===== config.mk =====
export PLATFORM = sky130hd
export DESIGN_NAME = sha256_hash_core_top
export DESIGN_NICKNAME = d
export VERILOG_FILES = /design/src/hw/rtl/sha_pkg.sv /design/src/hw/rtl/sha_round.sv /design/src/hw/rtl/sha256_hash_core_top.sv
export VERILOG_INCLUDE_DIRS = /design/src /design/src/hw/rtl
export SDC_FILE = /design/constraint.sdc
export NUM_CORES = 2
export LEC_CHECK = 0
export BUFFER_PORTS_ARGS = -buffer_cell sky130_fd_sc_hd__buf_2
export CAP_MARGIN = 20
export CORE_MARGIN = 5
export CORE_UTILIZATION = 33
export CTS_BUF_LIST = sky130_fd_sc_hd__clkbuf_4 sky130_fd_sc_hd__clkbuf_8
export DETAILED_ROUTE_END_ITERATION = 10
export PLACE_DENSITY = 0.46
export SLEW_MARGIN = 20
export SYNTH_ARGS = -nofsm -noshare
export SYNTH_HDL_FRONTEND = slang
export SYNTH_HIERARCHICAL = 1
export SYNTH_SLANG_ARGS = --single-unit

===== constraint.sdc =====
create_clock -name clk -period 26 [get_ports clk]
set_input_delay 1.3 -clock clk [delete_from_list [all_inputs] [get_ports clk]]
set_output_delay 1.3 -clock clk [all_outputs]
set_load 0.02 [all_outputs]

===== src/hw/rtl/sha256_hash_core_top_assert.svh =====
// Assertion macros for the SHA-256 core.
`ifndef SHA256_HASH_CORE_TOP_ASSERT_SVH
`define SHA256_HASH_CORE_TOP_ASSERT_SVH
`ifndef SYNTHESIS
`define SHA_ASSERT(label, clk, rst, prop) \
  label: assert property (@(posedge clk) disable iff (rst) prop) else $error("%m failed");
`define SHA_ASSERT_NR(label, clk, prop) \
  label: assert property (@(posedge clk) prop) else $error("%m failed");
`else
`define SHA_ASSERT(label, clk, rst, prop)
`define SHA_ASSERT_NR(label, clk, prop)
`endif
`endif


===== src/hw/rtl/sha_pkg.sv =====
// Package: SHA-256 constants, round functions and sequencer states.
package sha_pkg;
  typedef enum logic [2:0] {
    ST_IDLE, ST_START, ST_ROUND, ST_ADD, ST_PAD, ST_OUT
  } state_t;

  localparam logic [7:0] PAD_BYTE = 8'h80;

  typedef struct packed {
    logic start;
  } rnd_ctl_t;

  function automatic logic [31:0] iv(input logic [2:0] i);
    case (i)
      3'd0: iv = 32'h6a09e667;
      3'd1: iv = 32'hbb67ae85;
      3'd2: iv = 32'h3c6ef372;
      3'd3: iv = 32'ha54ff53a;
      3'd4: iv = 32'h510e527f;
      3'd5: iv = 32'h9b05688c;
      3'd6: iv = 32'h1f83d9ab;
      default: iv = 32'h5be0cd19;
    endcase
  endfunction

  function automatic logic [31:0] rc(input logic [5:0] t);
    logic [31:0] k [64];
    k = '{
      32'h428a2f98, 32'h71374491, 32'hb5c0fbcf, 32'he9b5dba5, 32'h3956c25b, 32'h59f111f1,
      32'h923f82a4, 32'hab1c5ed5, 32'hd807aa98, 32'h12835b01, 32'h243185be, 32'h550c7dc3,
      32'h72be5d74, 32'h80deb1fe, 32'h9bdc06a7, 32'hc19bf174, 32'he49b69c1, 32'hefbe4786,
      32'h0fc19dc6, 32'h240ca1cc, 32'h2de92c6f, 32'h4a7484aa, 32'h5cb0a9dc, 32'h76f988da,
      32'h983e5152, 32'ha831c66d, 32'hb00327c8, 32'hbf597fc7, 32'hc6e00bf3, 32'hd5a79147,
      32'h06ca6351, 32'h14292967, 32'h27b70a85, 32'h2e1b2138, 32'h4d2c6dfc, 32'h53380d13,
      32'h650a7354, 32'h766a0abb, 32'h81c2c92e, 32'h92722c85, 32'ha2bfe8a1, 32'ha81a664b,
      32'hc24b8b70, 32'hc76c51a3, 32'hd192e819, 32'hd6990624, 32'hf40e3585, 32'h106aa070,
      32'h19a4c116, 32'h1e376c08, 32'h2748774c, 32'h34b0bcb5, 32'h391c0cb3, 32'h4ed8aa4a,
      32'h5b9cca4f, 32'h682e6ff3, 32'h748f82ee, 32'h78a5636f, 32'h84c87814, 32'h8cc70208,
      32'h90befffa, 32'ha4506ceb, 32'hbef9a3f7, 32'hc67178f2};
    rc = k[t];
  endfunction

  function automatic logic [31:0] ror(input logic [31:0] x, input int s);
    ror = (x >> s) | (x << (32 - s));
  endfunction
endpackage


===== src/hw/rtl/sha_round.sv =====
// Round unit: one SHA-256 round per cycle with rolling 16-word schedule.
module sha_round import sha_pkg::*; (
  input  logic        clk,
  input  logic        rst,
  input  rnd_ctl_t    ctl_in,
  input  logic [31:0] hash_in [8],
  input  logic [31:0] blk_in [16],
  output logic [31:0] work_out [8],
  output logic        done
);
  `include "sha256_hash_core_top_assert.svh"

  logic [31:0] w [16];
  logic [31:0] r [8];
  logic [5:0]  t;
  logic        busy;
  logic [31:0] wn, s0, s1, t1, t2;

  // Window is a shift line: w[0] is always the word of this round.
  always_comb begin
    s0 = ror(w[1], 7) ^ ror(w[1], 18) ^ (w[1] >> 3);
    s1 = ror(w[14], 17) ^ ror(w[14], 19) ^ (w[14] >> 10);
    wn = w[0] + s0 + w[9] + s1;
    t1 = r[7] + (ror(r[4], 6) ^ ror(r[4], 11) ^ ror(r[4], 25))
         + ((r[4] & r[5]) ^ (~r[4] & r[6])) + rc(t) + w[0];
    t2 = (ror(r[0], 2) ^ ror(r[0], 13) ^ ror(r[0], 22))
         + ((r[0] & r[1]) ^ (r[0] & r[2]) ^ (r[1] & r[2]));
  end

  always_ff @(posedge clk) begin
    if (rst) begin
      busy <= 1'b0;
      t <= '0;
      done <= 1'b0;
    end else begin
      done <= 1'b0;
      if (ctl_in.start) begin
        busy <= 1'b1;
        t <= '0;
      end else if (busy) begin
        t <= t + 6'd1;
        if (t == 6'd63) begin
          busy <= 1'b0;
          done <= 1'b1;
        end
      end
    end
  end

  always_ff @(posedge clk) begin
    if (ctl_in.start) begin
      w <= blk_in;
      r <= hash_in;
    end else if (busy) begin
      for (int i = 0; i < 15; i++) w[i] <= w[i+1];
      w[15] <= wn;
      r[7] <= r[6]; r[6] <= r[5]; r[5] <= r[4]; r[4] <= r[3] + t1;
      r[3] <= r[2]; r[2] <= r[1]; r[1] <= r[0]; r[0] <= t1 + t2;
    end
  end

  assign work_out = r;

  `SHA_ASSERT(a_no_restart, clk, rst, busy |-> !ctl_in.start)
  `SHA_ASSERT(a_done_end, clk, rst, done |-> $past(t) == 6'd63)
  `SHA_ASSERT(a_done_idle, clk, rst, done |-> !busy)
endmodule


===== src/hw/rtl/sha256_hash_core_top.sv =====
// Top level: byte packer, padding sequencer and digest output of the SHA-256 core.
// Takes one message byte per cycle while in ST_IDLE and drops ready while a block is
// padded or compresses and while the digest goes out. A full block is compressed in
// steps: start the round unit, run its 64 rounds, see it finish and fold the result into
// the hash. A closing beat adds a padding step (ST_PAD) before each block, one block or
// two when fewer than nine bytes are free after the message, then eight digest beats at
// the receiver's pace. A single round unit serves every block.
module sha256_hash_core_top import sha_pkg::*; (
  input  logic        clk,
  input  logic        rst,
  input  logic        in_valid,
  output logic        in_ready,
  input  logic [7:0]  data_byte,
  input  logic        byte_present,
  input  logic        last,
  output logic        out_valid,
  input  logic        out_ready,
  output logic [31:0] digest_word,
  output logic [2:0]  word_index,
  output logic        last_word
);
  `include "sha256_hash_core_top_assert.svh"

  state_t state, state_next;
  logic [31:0] hash [8];
  logic [31:0] blk [16];
  logic [31:0] work [8];
  logic [60:0] count;
  logic        fin;     // closing in progress
  logic        lenblk;  // current compression is the final length block
  logic [2:0]  oidx;
  rnd_ctl_t    ctl;
  logic        rdone;
  logic        acc;
  logic [5:0]  pos;

  assign acc = in_valid && in_ready;
  assign pos = count[5:0];

  sha_round u_round (
    .clk(clk), .rst(rst), .ctl_in(ctl), .hash_in(hash), .blk_in(blk),
    .work_out(work), .done(rdone)
  );

  always_comb begin
    state_next = state;
    case (state)
      ST_IDLE: if (acc) begin
        if (byte_present && pos == 6'd63) state_next = ST_START;
        else if (last) state_next = ST_PAD;
      end
      ST_START: state_next = ST_ROUND;
      ST_ROUND: if (rdone) state_next = ST_ADD;
      ST_ADD: begin
        if (lenblk) state_next = ST_OUT;
        else if (fin) state_next = ST_PAD;
        else state_next = ST_IDLE;
      end
      ST_PAD: state_next = ST_START;
      ST_OUT: if (out_ready && oidx == 3'd7) state_next = ST_IDLE;
      default: state_next = ST_IDLE;
    endcase
  end

  always_comb begin
    in_ready = (state == ST_IDLE);
    out_valid = (state == ST_OUT);
    // start in the state after the block buffer is written
    ctl.start = (state == ST_START);
  end

  assign digest_word = hash[oidx];
  assign word_index = oidx;
  assign last_word = (oidx == 3'd7);

  always_ff @(posedge clk) begin
    if (rst) begin
      state <= ST_IDLE;
      count <= '0;
      fin <= 1'b0;
      lenblk <= 1'b0;
      oidx <= '0;
      for (int i = 0; i < 8; i++) hash[i] <= iv(3'(i));
    end else begin
      state <= state_next;
      case (state)
        ST_IDLE: if (acc) begin
          if (byte_present) count <= count + 61'd1;
          fin <= last;
          lenblk <= 1'b0;
        end
        ST_ADD: begin
          for (int i = 0; i < 8; i++) hash[i] <= hash[i] + work[i];
        end
        ST_PAD: lenblk <= padded || (pos < 6'd56);
        ST_OUT: if (out_ready) begin
          oidx <= oidx + 3'd1;
          if (oidx == 3'd7) begin
            for (int i = 0; i < 8; i++) hash[i] <= iv(3'(i));
            count <= '0;
            fin <= 1'b0;
          end
        end
        default: ;
      endcase
    end
  end

  // Block buffer: pack bytes, then build the padding in ST_PAD.
  logic [3:0] wi;
  logic [4:0] sh;
  assign wi = pos[5:2];
  assign sh = {~pos[1:0], 3'b000};
  logic padded;  // 0x80 already placed in an earlier overflow block
  always_ff @(posedge clk) begin
    if (rst) padded <= 1'b0;
    else if (state == ST_IDLE) padded <= 1'b0;
    else if (state == ST_PAD && fin && !lenblk) padded <= 1'b1;
  end

  always_ff @(posedge clk) begin
    if (state == ST_IDLE && acc && byte_present) begin
      if (pos[1:0] == 2'd0) blk[wi] <= {24'd0, data_byte} << sh;
      else blk[wi] <= blk[wi] | ({24'd0, data_byte} << sh);
    end else if (state == ST_PAD) begin
      if (!padded) begin
        // place 0x80, clear the rest and add the length if it fits
        if (pos[1:0] == 2'd0) blk[wi] <= {24'd0, PAD_BYTE} << sh;
        else blk[wi] <= blk[wi] | ({24'd0, PAD_BYTE} << sh);
        for (int i = 0; i < 16; i++) if (4'(i) > wi) blk[i] <= '0;
        if (pos < 6'd56) begin
          blk[14] <= {count[60:29]};
          blk[15] <= {count[28:0], 3'b000};
        end
      end else begin
        for (int i = 0; i < 14; i++) blk[i] <= '0;
        blk[14] <= {count[60:29]};
        blk[15] <= {count[28:0], 3'b000};
      end
    end
  end

  `SHA_ASSERT(a_out_only_fin, clk, rst, out_valid |-> fin)
  `SHA_ASSERT(a_no_in_busy, clk, rst, (state == ST_ROUND) |-> !in_ready)
  `SHA_ASSERT(a_wrap_out, clk, rst, (out_valid && out_ready && last_word) |=> state == ST_IDLE)
endmodule


Word-level counts from Yosys, hierarchy flattened
Memories as Yosys holds them, arrays and structs flattened.
Index checks and enable logic that the tools add are counted.
- bits in registers: 1614
- memory bits (read-only): 2048
- input port bits: 14
- output and inout port bits: 38
- logic and storage cells: 243
- memories: 1
- memories (name ; words ; bits a word ; rd ports ; clocked after memory_dff ; wr ports ; line ; text):
    (name not given) ; 64 ; 32 ; 1 ; 0 ; 0 ; sha_pkg.sv:40 ; rc = k[t];
- $add $sub $neg: 21
- $lt $le $gt $ge: 21
- eq/ne operators: 15
- shift-type cells: 2
- multiplexer cells: 66
- bitwise gates (word level): 34
- reductions and logical operators: 26
- operators by type and width (operator ; count):
    $mux W512 ; 7
    $bwmux W512 ; 4
    $mux W256 ; 4
    $mux W32 ; 23
    $add A32 B32 Y32 ; 18
    $pmux W256 S2 ; 1
    $xor A32 B32 Y32 ; 9
    $mux W61 ; 4
    $and A32 B32 Y32 ; 5
    $bmux W32 S4 ; 1
    $demux W32 S4 ; 1
    $pmux W61 S2 ; 1
    $bmux W32 S3 ; 1
    $mux W64 ; 1
    $or A32 B32 Y32 ; 2
    $add A61 B1 Y61 const B ; 1
    $gt A4 B4 Y1 const A ; 8
    $not A32 Y32 ; 1
    $or A10 B32 Y32 ; 1
    $or A13 B32 Y32 ; 1
    $or A14 B32 Y32 ; 1
    $or A15 B32 Y32 ; 1
    $or A19 B32 Y32 ; 1
    $or A21 B32 Y32 ; 1
    other kinds (45) ; 87

Longest topological paths before layout
- word-level depth: 12
- depth in mapped cells: 43
- mapped depth without buffers: 39

Cells and area by module
The synthesis kept the hierarchy.
- modules (own cells, without submodules) (module ; instances ; cells each ; area an instance (um2) ; seq. area each (um2)):
    sha_round ; 1 ; 3994 ; 48998.2 ; 23222.3
    sha256_hash_core_top ; 1 ; 4698 ; 48920.7 ; 21901.0

Worst setup path after synthesis
No wires, ideal clock.
- path type: register to register
- start point: reg state[0]
- end point: reg u_round/w[0] (netlist bit), enable pin
- library setup time: 822 ps
- arrival: 11118 ps
- required time: 25178 ps
- path slack: 14060 ps
- stages on the path, launching flop included: 8
- buffers on the path: 5
- clock period less this slack: 11940 ps
- cells stage by stage: dfxtp_1 -> clkbuf_1 -> nor3b_1 -> clkbuf_1 -> clkbuf_1 -> clkbuf_1 -> clkbuf_1 -> or2_2
- longest elaborated chain between the ends: 2
- ends and longest elaborated chain (element ; line ; text):
    start: declaration ; sha256_hash_core_top.sv:24 ; state_t state, state_next;
    start signal: assignment ; sha256_hash_core_top.sv:85 ; state <= state_next;
    $eq A3 B1 Y1 ; sha256_hash_core_top.sv:69 ; ctl.start = (state == ST_START);
    via ctl ; sha256_hash_core_top.sv:32 ; rnd_ctl_t ctl;
    $reduce_bool A2 Y1 (no line) ; -- ;
    end signal: assignment ; sha_round.sv:52 ; w <= blk_in;
    end: declaration ; sha_round.sv:13 ; logic [31:0] w [16];
The timed path passes the listed nets, and every way through them passes these cells.
A chain may end at the register's enable or synchronous reset.

Worst setup path in the final report
- start point: reg u_round.t[0]
- end point: reg u_round.r (netlist bit u_round/work_out[254]), data pin
- longest elaborated chain between the ends: 9
- ends and longest elaborated chain (element ; line ; text):
    start: declaration ; sha_round.sv:15 ; logic [5:0] t;
    start signal: assignment ; sha_round.sv:41 ; t <= t + 6'd1;
    $not A6 Y7 (implied by the code) ; sha_pkg.sv:40 ;
    $mem_v2 Z64 W32 ; -- ;
    $mux W32 (implied by the code) (2 in series) ; sha_pkg.sv:40 ;
    $add A32 B32 Y32 (2 in series) ; sha_round.sv:25 ; + ((r[4] & r[5]) ^ (~r[4] & r[6])) + rc(t) + w[0];
    $add A32 B32 Y32 ; sha_round.sv:58 ; r[3] <= r[2]; r[2] <= r[1]; r[1] <= r[0]; r[0] <= t1 + t2;
    $mux W256 ; sha_round.sv:54 ; end else if (busy) begin
    $mux W256 ; sha_round.sv:51 ; if (ctl_in.start) begin
    end signal: assignment ; sha_round.sv:53 ; r <= hash_in;
    end: declaration ; sha_round.sv:14 ; logic [31:0] r [8];
No other way between the ends. The select of a mux whose other input is x is not followed.

==> run metrics <==
FF-to-FF End=u_round/work_out[254]$_DFFE_PP_; number of flops mapped to enable cells by yosys=1280; Placed Instances=approximately 12000; Crit Path Max Fanout=31; largest net degree at the start of global routing=159; Hold Crit Depth=2; crit path buf inv count=9; Max stage delay on crit path=0.77 ns; Layout Nets=approximately 9400; Total Die Area=308000 sq um; number of global-route vias before repair=72400; worst setup path class=reg -> reg; share of layout cells above drive strength 1=20.2%; Worst Reg-to-Reg Cells=36; clk_lat worst skew=~1.1 ns; Rel. slew slack=14.4%; Endpoint, Worst Hold=count[41]$_SDFFE_PP0P_; FF-to-FF Start=u_round/t[0]$_SDFFE_PP0P_; cts repair resizes=0; num rows=200; Worst-Margin Slew=1.28 ns; asr flop ratio synth=0%; Initial Utilization=between 30% and 40%; Startpoint Class=flop; Hold Startpoint=count[41]$_SDFFE_PP0P_; non-filler cells, final=13000; syn nets=a little over 9000; Clock Pin Slew Worst Setup and Hold Paths=0.06 ns; Die W=555 um; CP delay by family, top=adder cells; TritonCTS clock tree=done; Post-Syn Instances=8692; register bit count reported by yosys=about 1600; Mapped Area=97900 sq um; Clock Tree Buf Depth=4; worst hold slack=0.493 ns; post-DP HPWL=~280000 um; Iter 0 DRT Violations=7250; H-tree Lvls=5; Placement Cell Area=103000 sq um; min cycle time layout=11.13 ns; RD Place Congestion=just under 1; DR pass1 iterations=6; Worst path most repeated cell=inv_1; # hold bufs at CTS=0; post-route ant nets=0; final setup fails=0; Max Cap Viol=0; global-route wire length before repair=561000 um; Worst EP required=26.71 ns; Overflow after GRT=0; IO Port Bufs=slightly above 50; antenna violations before repair=20; Crit-path slowest cell=nor4b_1; I/O Pins=52; Core Area=296000 sq um; worst hold path type=reg -> reg; final hold violation count=0; post-synth cell types=113; Sum Neg Setup Slack=0 ns; Final Max Slew Viols=0; Syn Area/Cell=11.3 sq um; Seq/Total Area, Yosys=between 40% and 50%; routed vias/inst=roughly 5.7; DRC violations left=0; CP Capture Type=flop; Avg WL per Cell=approximately 31 um; Finished Cell Area=109000 sq um; R2R setup slack=14.87 ns; final wirelength=between 400000 and 500000 um; post-CTS setup buffer count=0; RSZ-0062 raised after global routing=false; Synth Flop Type=edfxtp_1; synthesis-to-finish area growth=11.6%; clk root buf=clkbuf_8; clk_skew=0.0863 ns; Synth warnings=6; Tot GR Track Use=about a quarter; Die Ht=555 um; period utilisation layout=42.8%; vias post-DR=73700; CP arrival=11.84 ns; status=completed; fmax=about 90 MHz; CTS buffer count=313; CTS Sinks=1614
==> cell usage after synthesis, drive strengths merged, types with 14 or more instances <==
cell type / n / area [sq um]
clkbuf: 366 / 1370
a21o: 200 / 1500
fa: 195 / 3900
nor3: 68 / 352
mux2i: 46 / 460
edfxtp: 1280 / 38400
or3: 46 / 288
nand4: 30 / 203
xnor2: 336 / 2940
a21oi: 547 / 2840
o31ai: 27 / 203
nor2b: 38 / 238
nand3: 142 / 726
and3: 52 / 332
mux2: 692 / 7790
o21bai: 58 / 435
ha: 398 / 4980
a31o: 17 / 149
buf: 88 / 482
and2: 34 / 215
a22oi: 88 / 666
or2: 21 / 134
nor2: 775 / 2930
nand2: 648 / 2460
a211o: 18 / 158
o21ai: 495 / 2480
a22o: 32 / 280
xor2: 278 / 2430
inv: 461 / 1730
dfxtp: 334 / 6690
a31oi: 59 / 390
a2111oi: 14 / 148
o22ai: 172 / 1080
o21a: 53 / 398
mux4: 232 / 5230
o221ai: 23 / 201
nand2b: 64 / 400
a211oi: 56 / 430
o211ai: 44 / 330
==> routing by layer <==
metal,global-route usage [%],routed length [um]
met2,42.2,191000
met1,32.6,166000
met5,0,31
met4,10.3,18800
met3,3.88,24800
==> how the worst max path moves through the flow <==
stage,start,endpoint,cells past startpoint
3_3_place_gp,u_round/t[0]$_SDFFE_PP0P_,u_round/work_out[254]$_DFFE_PP_,36
5_1_grt,u_round/t[0]$_SDFFE_PP0P_,u_round/work_out[254]$_DFFE_PP_,36
2_1_floorplan,state[0]$_SDFFE_PP0P_,u_round/w[0]$_DFFE_PP_,7
3_5_place_dp,u_round/t[0]$_SDFFE_PP0P_,u_round/work_out[254]$_DFFE_PP_,36
6_report,u_round/t[0]$_SDFFE_PP0P_,u_round/work_out[254]$_DFFE_PP_,36
4_1_cts,u_round/t[0]$_SDFFE_PP0P_,u_round/work_out[254]$_DFFE_PP_,36
==> cell families (layout without fill, tap and decap cells) <==
logic type | after synthesis | count (layout) | synth area share, %
DFF | 1614 | 1614 | 46.1
and+or+nand+nor | 1970 | 1970 | 8.90
buffers and inverters | 917 | 1243 | 3.67
muxes | 970 | 970 | 13.8
adders and majority gates | 595 | 595 | 9.09
other | 0 | 12 | 0
xor gates and xnor gates | 616 | 616 | 5.54
AOI/OAI and AO/OA | 2010 | 2010 | 13.0
==> layout make-up <==
class | count | area (sq um)
Clock buffer | 479 | 5660
Inverter | 463 | 1740
Multi-Input combinational cell | 6161 | 49600
Sequential cell | 1614 | 45100
Antenna cell | 12 | 30.0
Timing Repair Buffer | 207 | 1530
Clock inverter | 94 | 637
Tap cell | 3939 | 4930
Fill cell | 29200 | 187000
==> cell usage in the layout, fill, tap and decap left out, types with 57 or more instances in the layout <==
cell	n
nand2b_1	64
a21oi_1	513
a22oi_1	87
nor3_1	66
a21o_1	200
buf_4	150
o21bai_1	58
clkbuf_8	330
xor2_1	278
inv_1	457
xnor2_1	336
clkbuf_4	149
o22ai_1	172
o21ai_0	479
nor2_1	756
edfxtp_1	1280
mux2_2	692
nand2_1	626
fa_1	195
mux4_2	232
a31oi_1	57
nand3_1	131
ha_1	398
dfxtp_1	324
==> state kept, by name, indices dropped and copies added, names as in the netlist, 3 cells and up <==
name,flops
blk,512
state,3
hash,256
word_index,3
u_round/w,512
count,61
u_round/work_out,256
u_round/t,6
==> worst min-delay path, cell delays in order (launching register included) <==
cell,delay (ns)
dfxtp_1,0.32
o21ai_0,0.07
a21oi_1,0.06
==> stage by stage <==
stage	setup WS (ns)	utilization [%]
floorplan	14.06	-
global placement	15.20	34.7
detailed placement	15.21	34.7
CTS	15.08	36.9
global route	14.28	36.9
finish	14.87	36.9
Power is left out: the tool's default activity adds up to more than one toggle a clock period on the data nets, which glitch-free logic cannot reach.
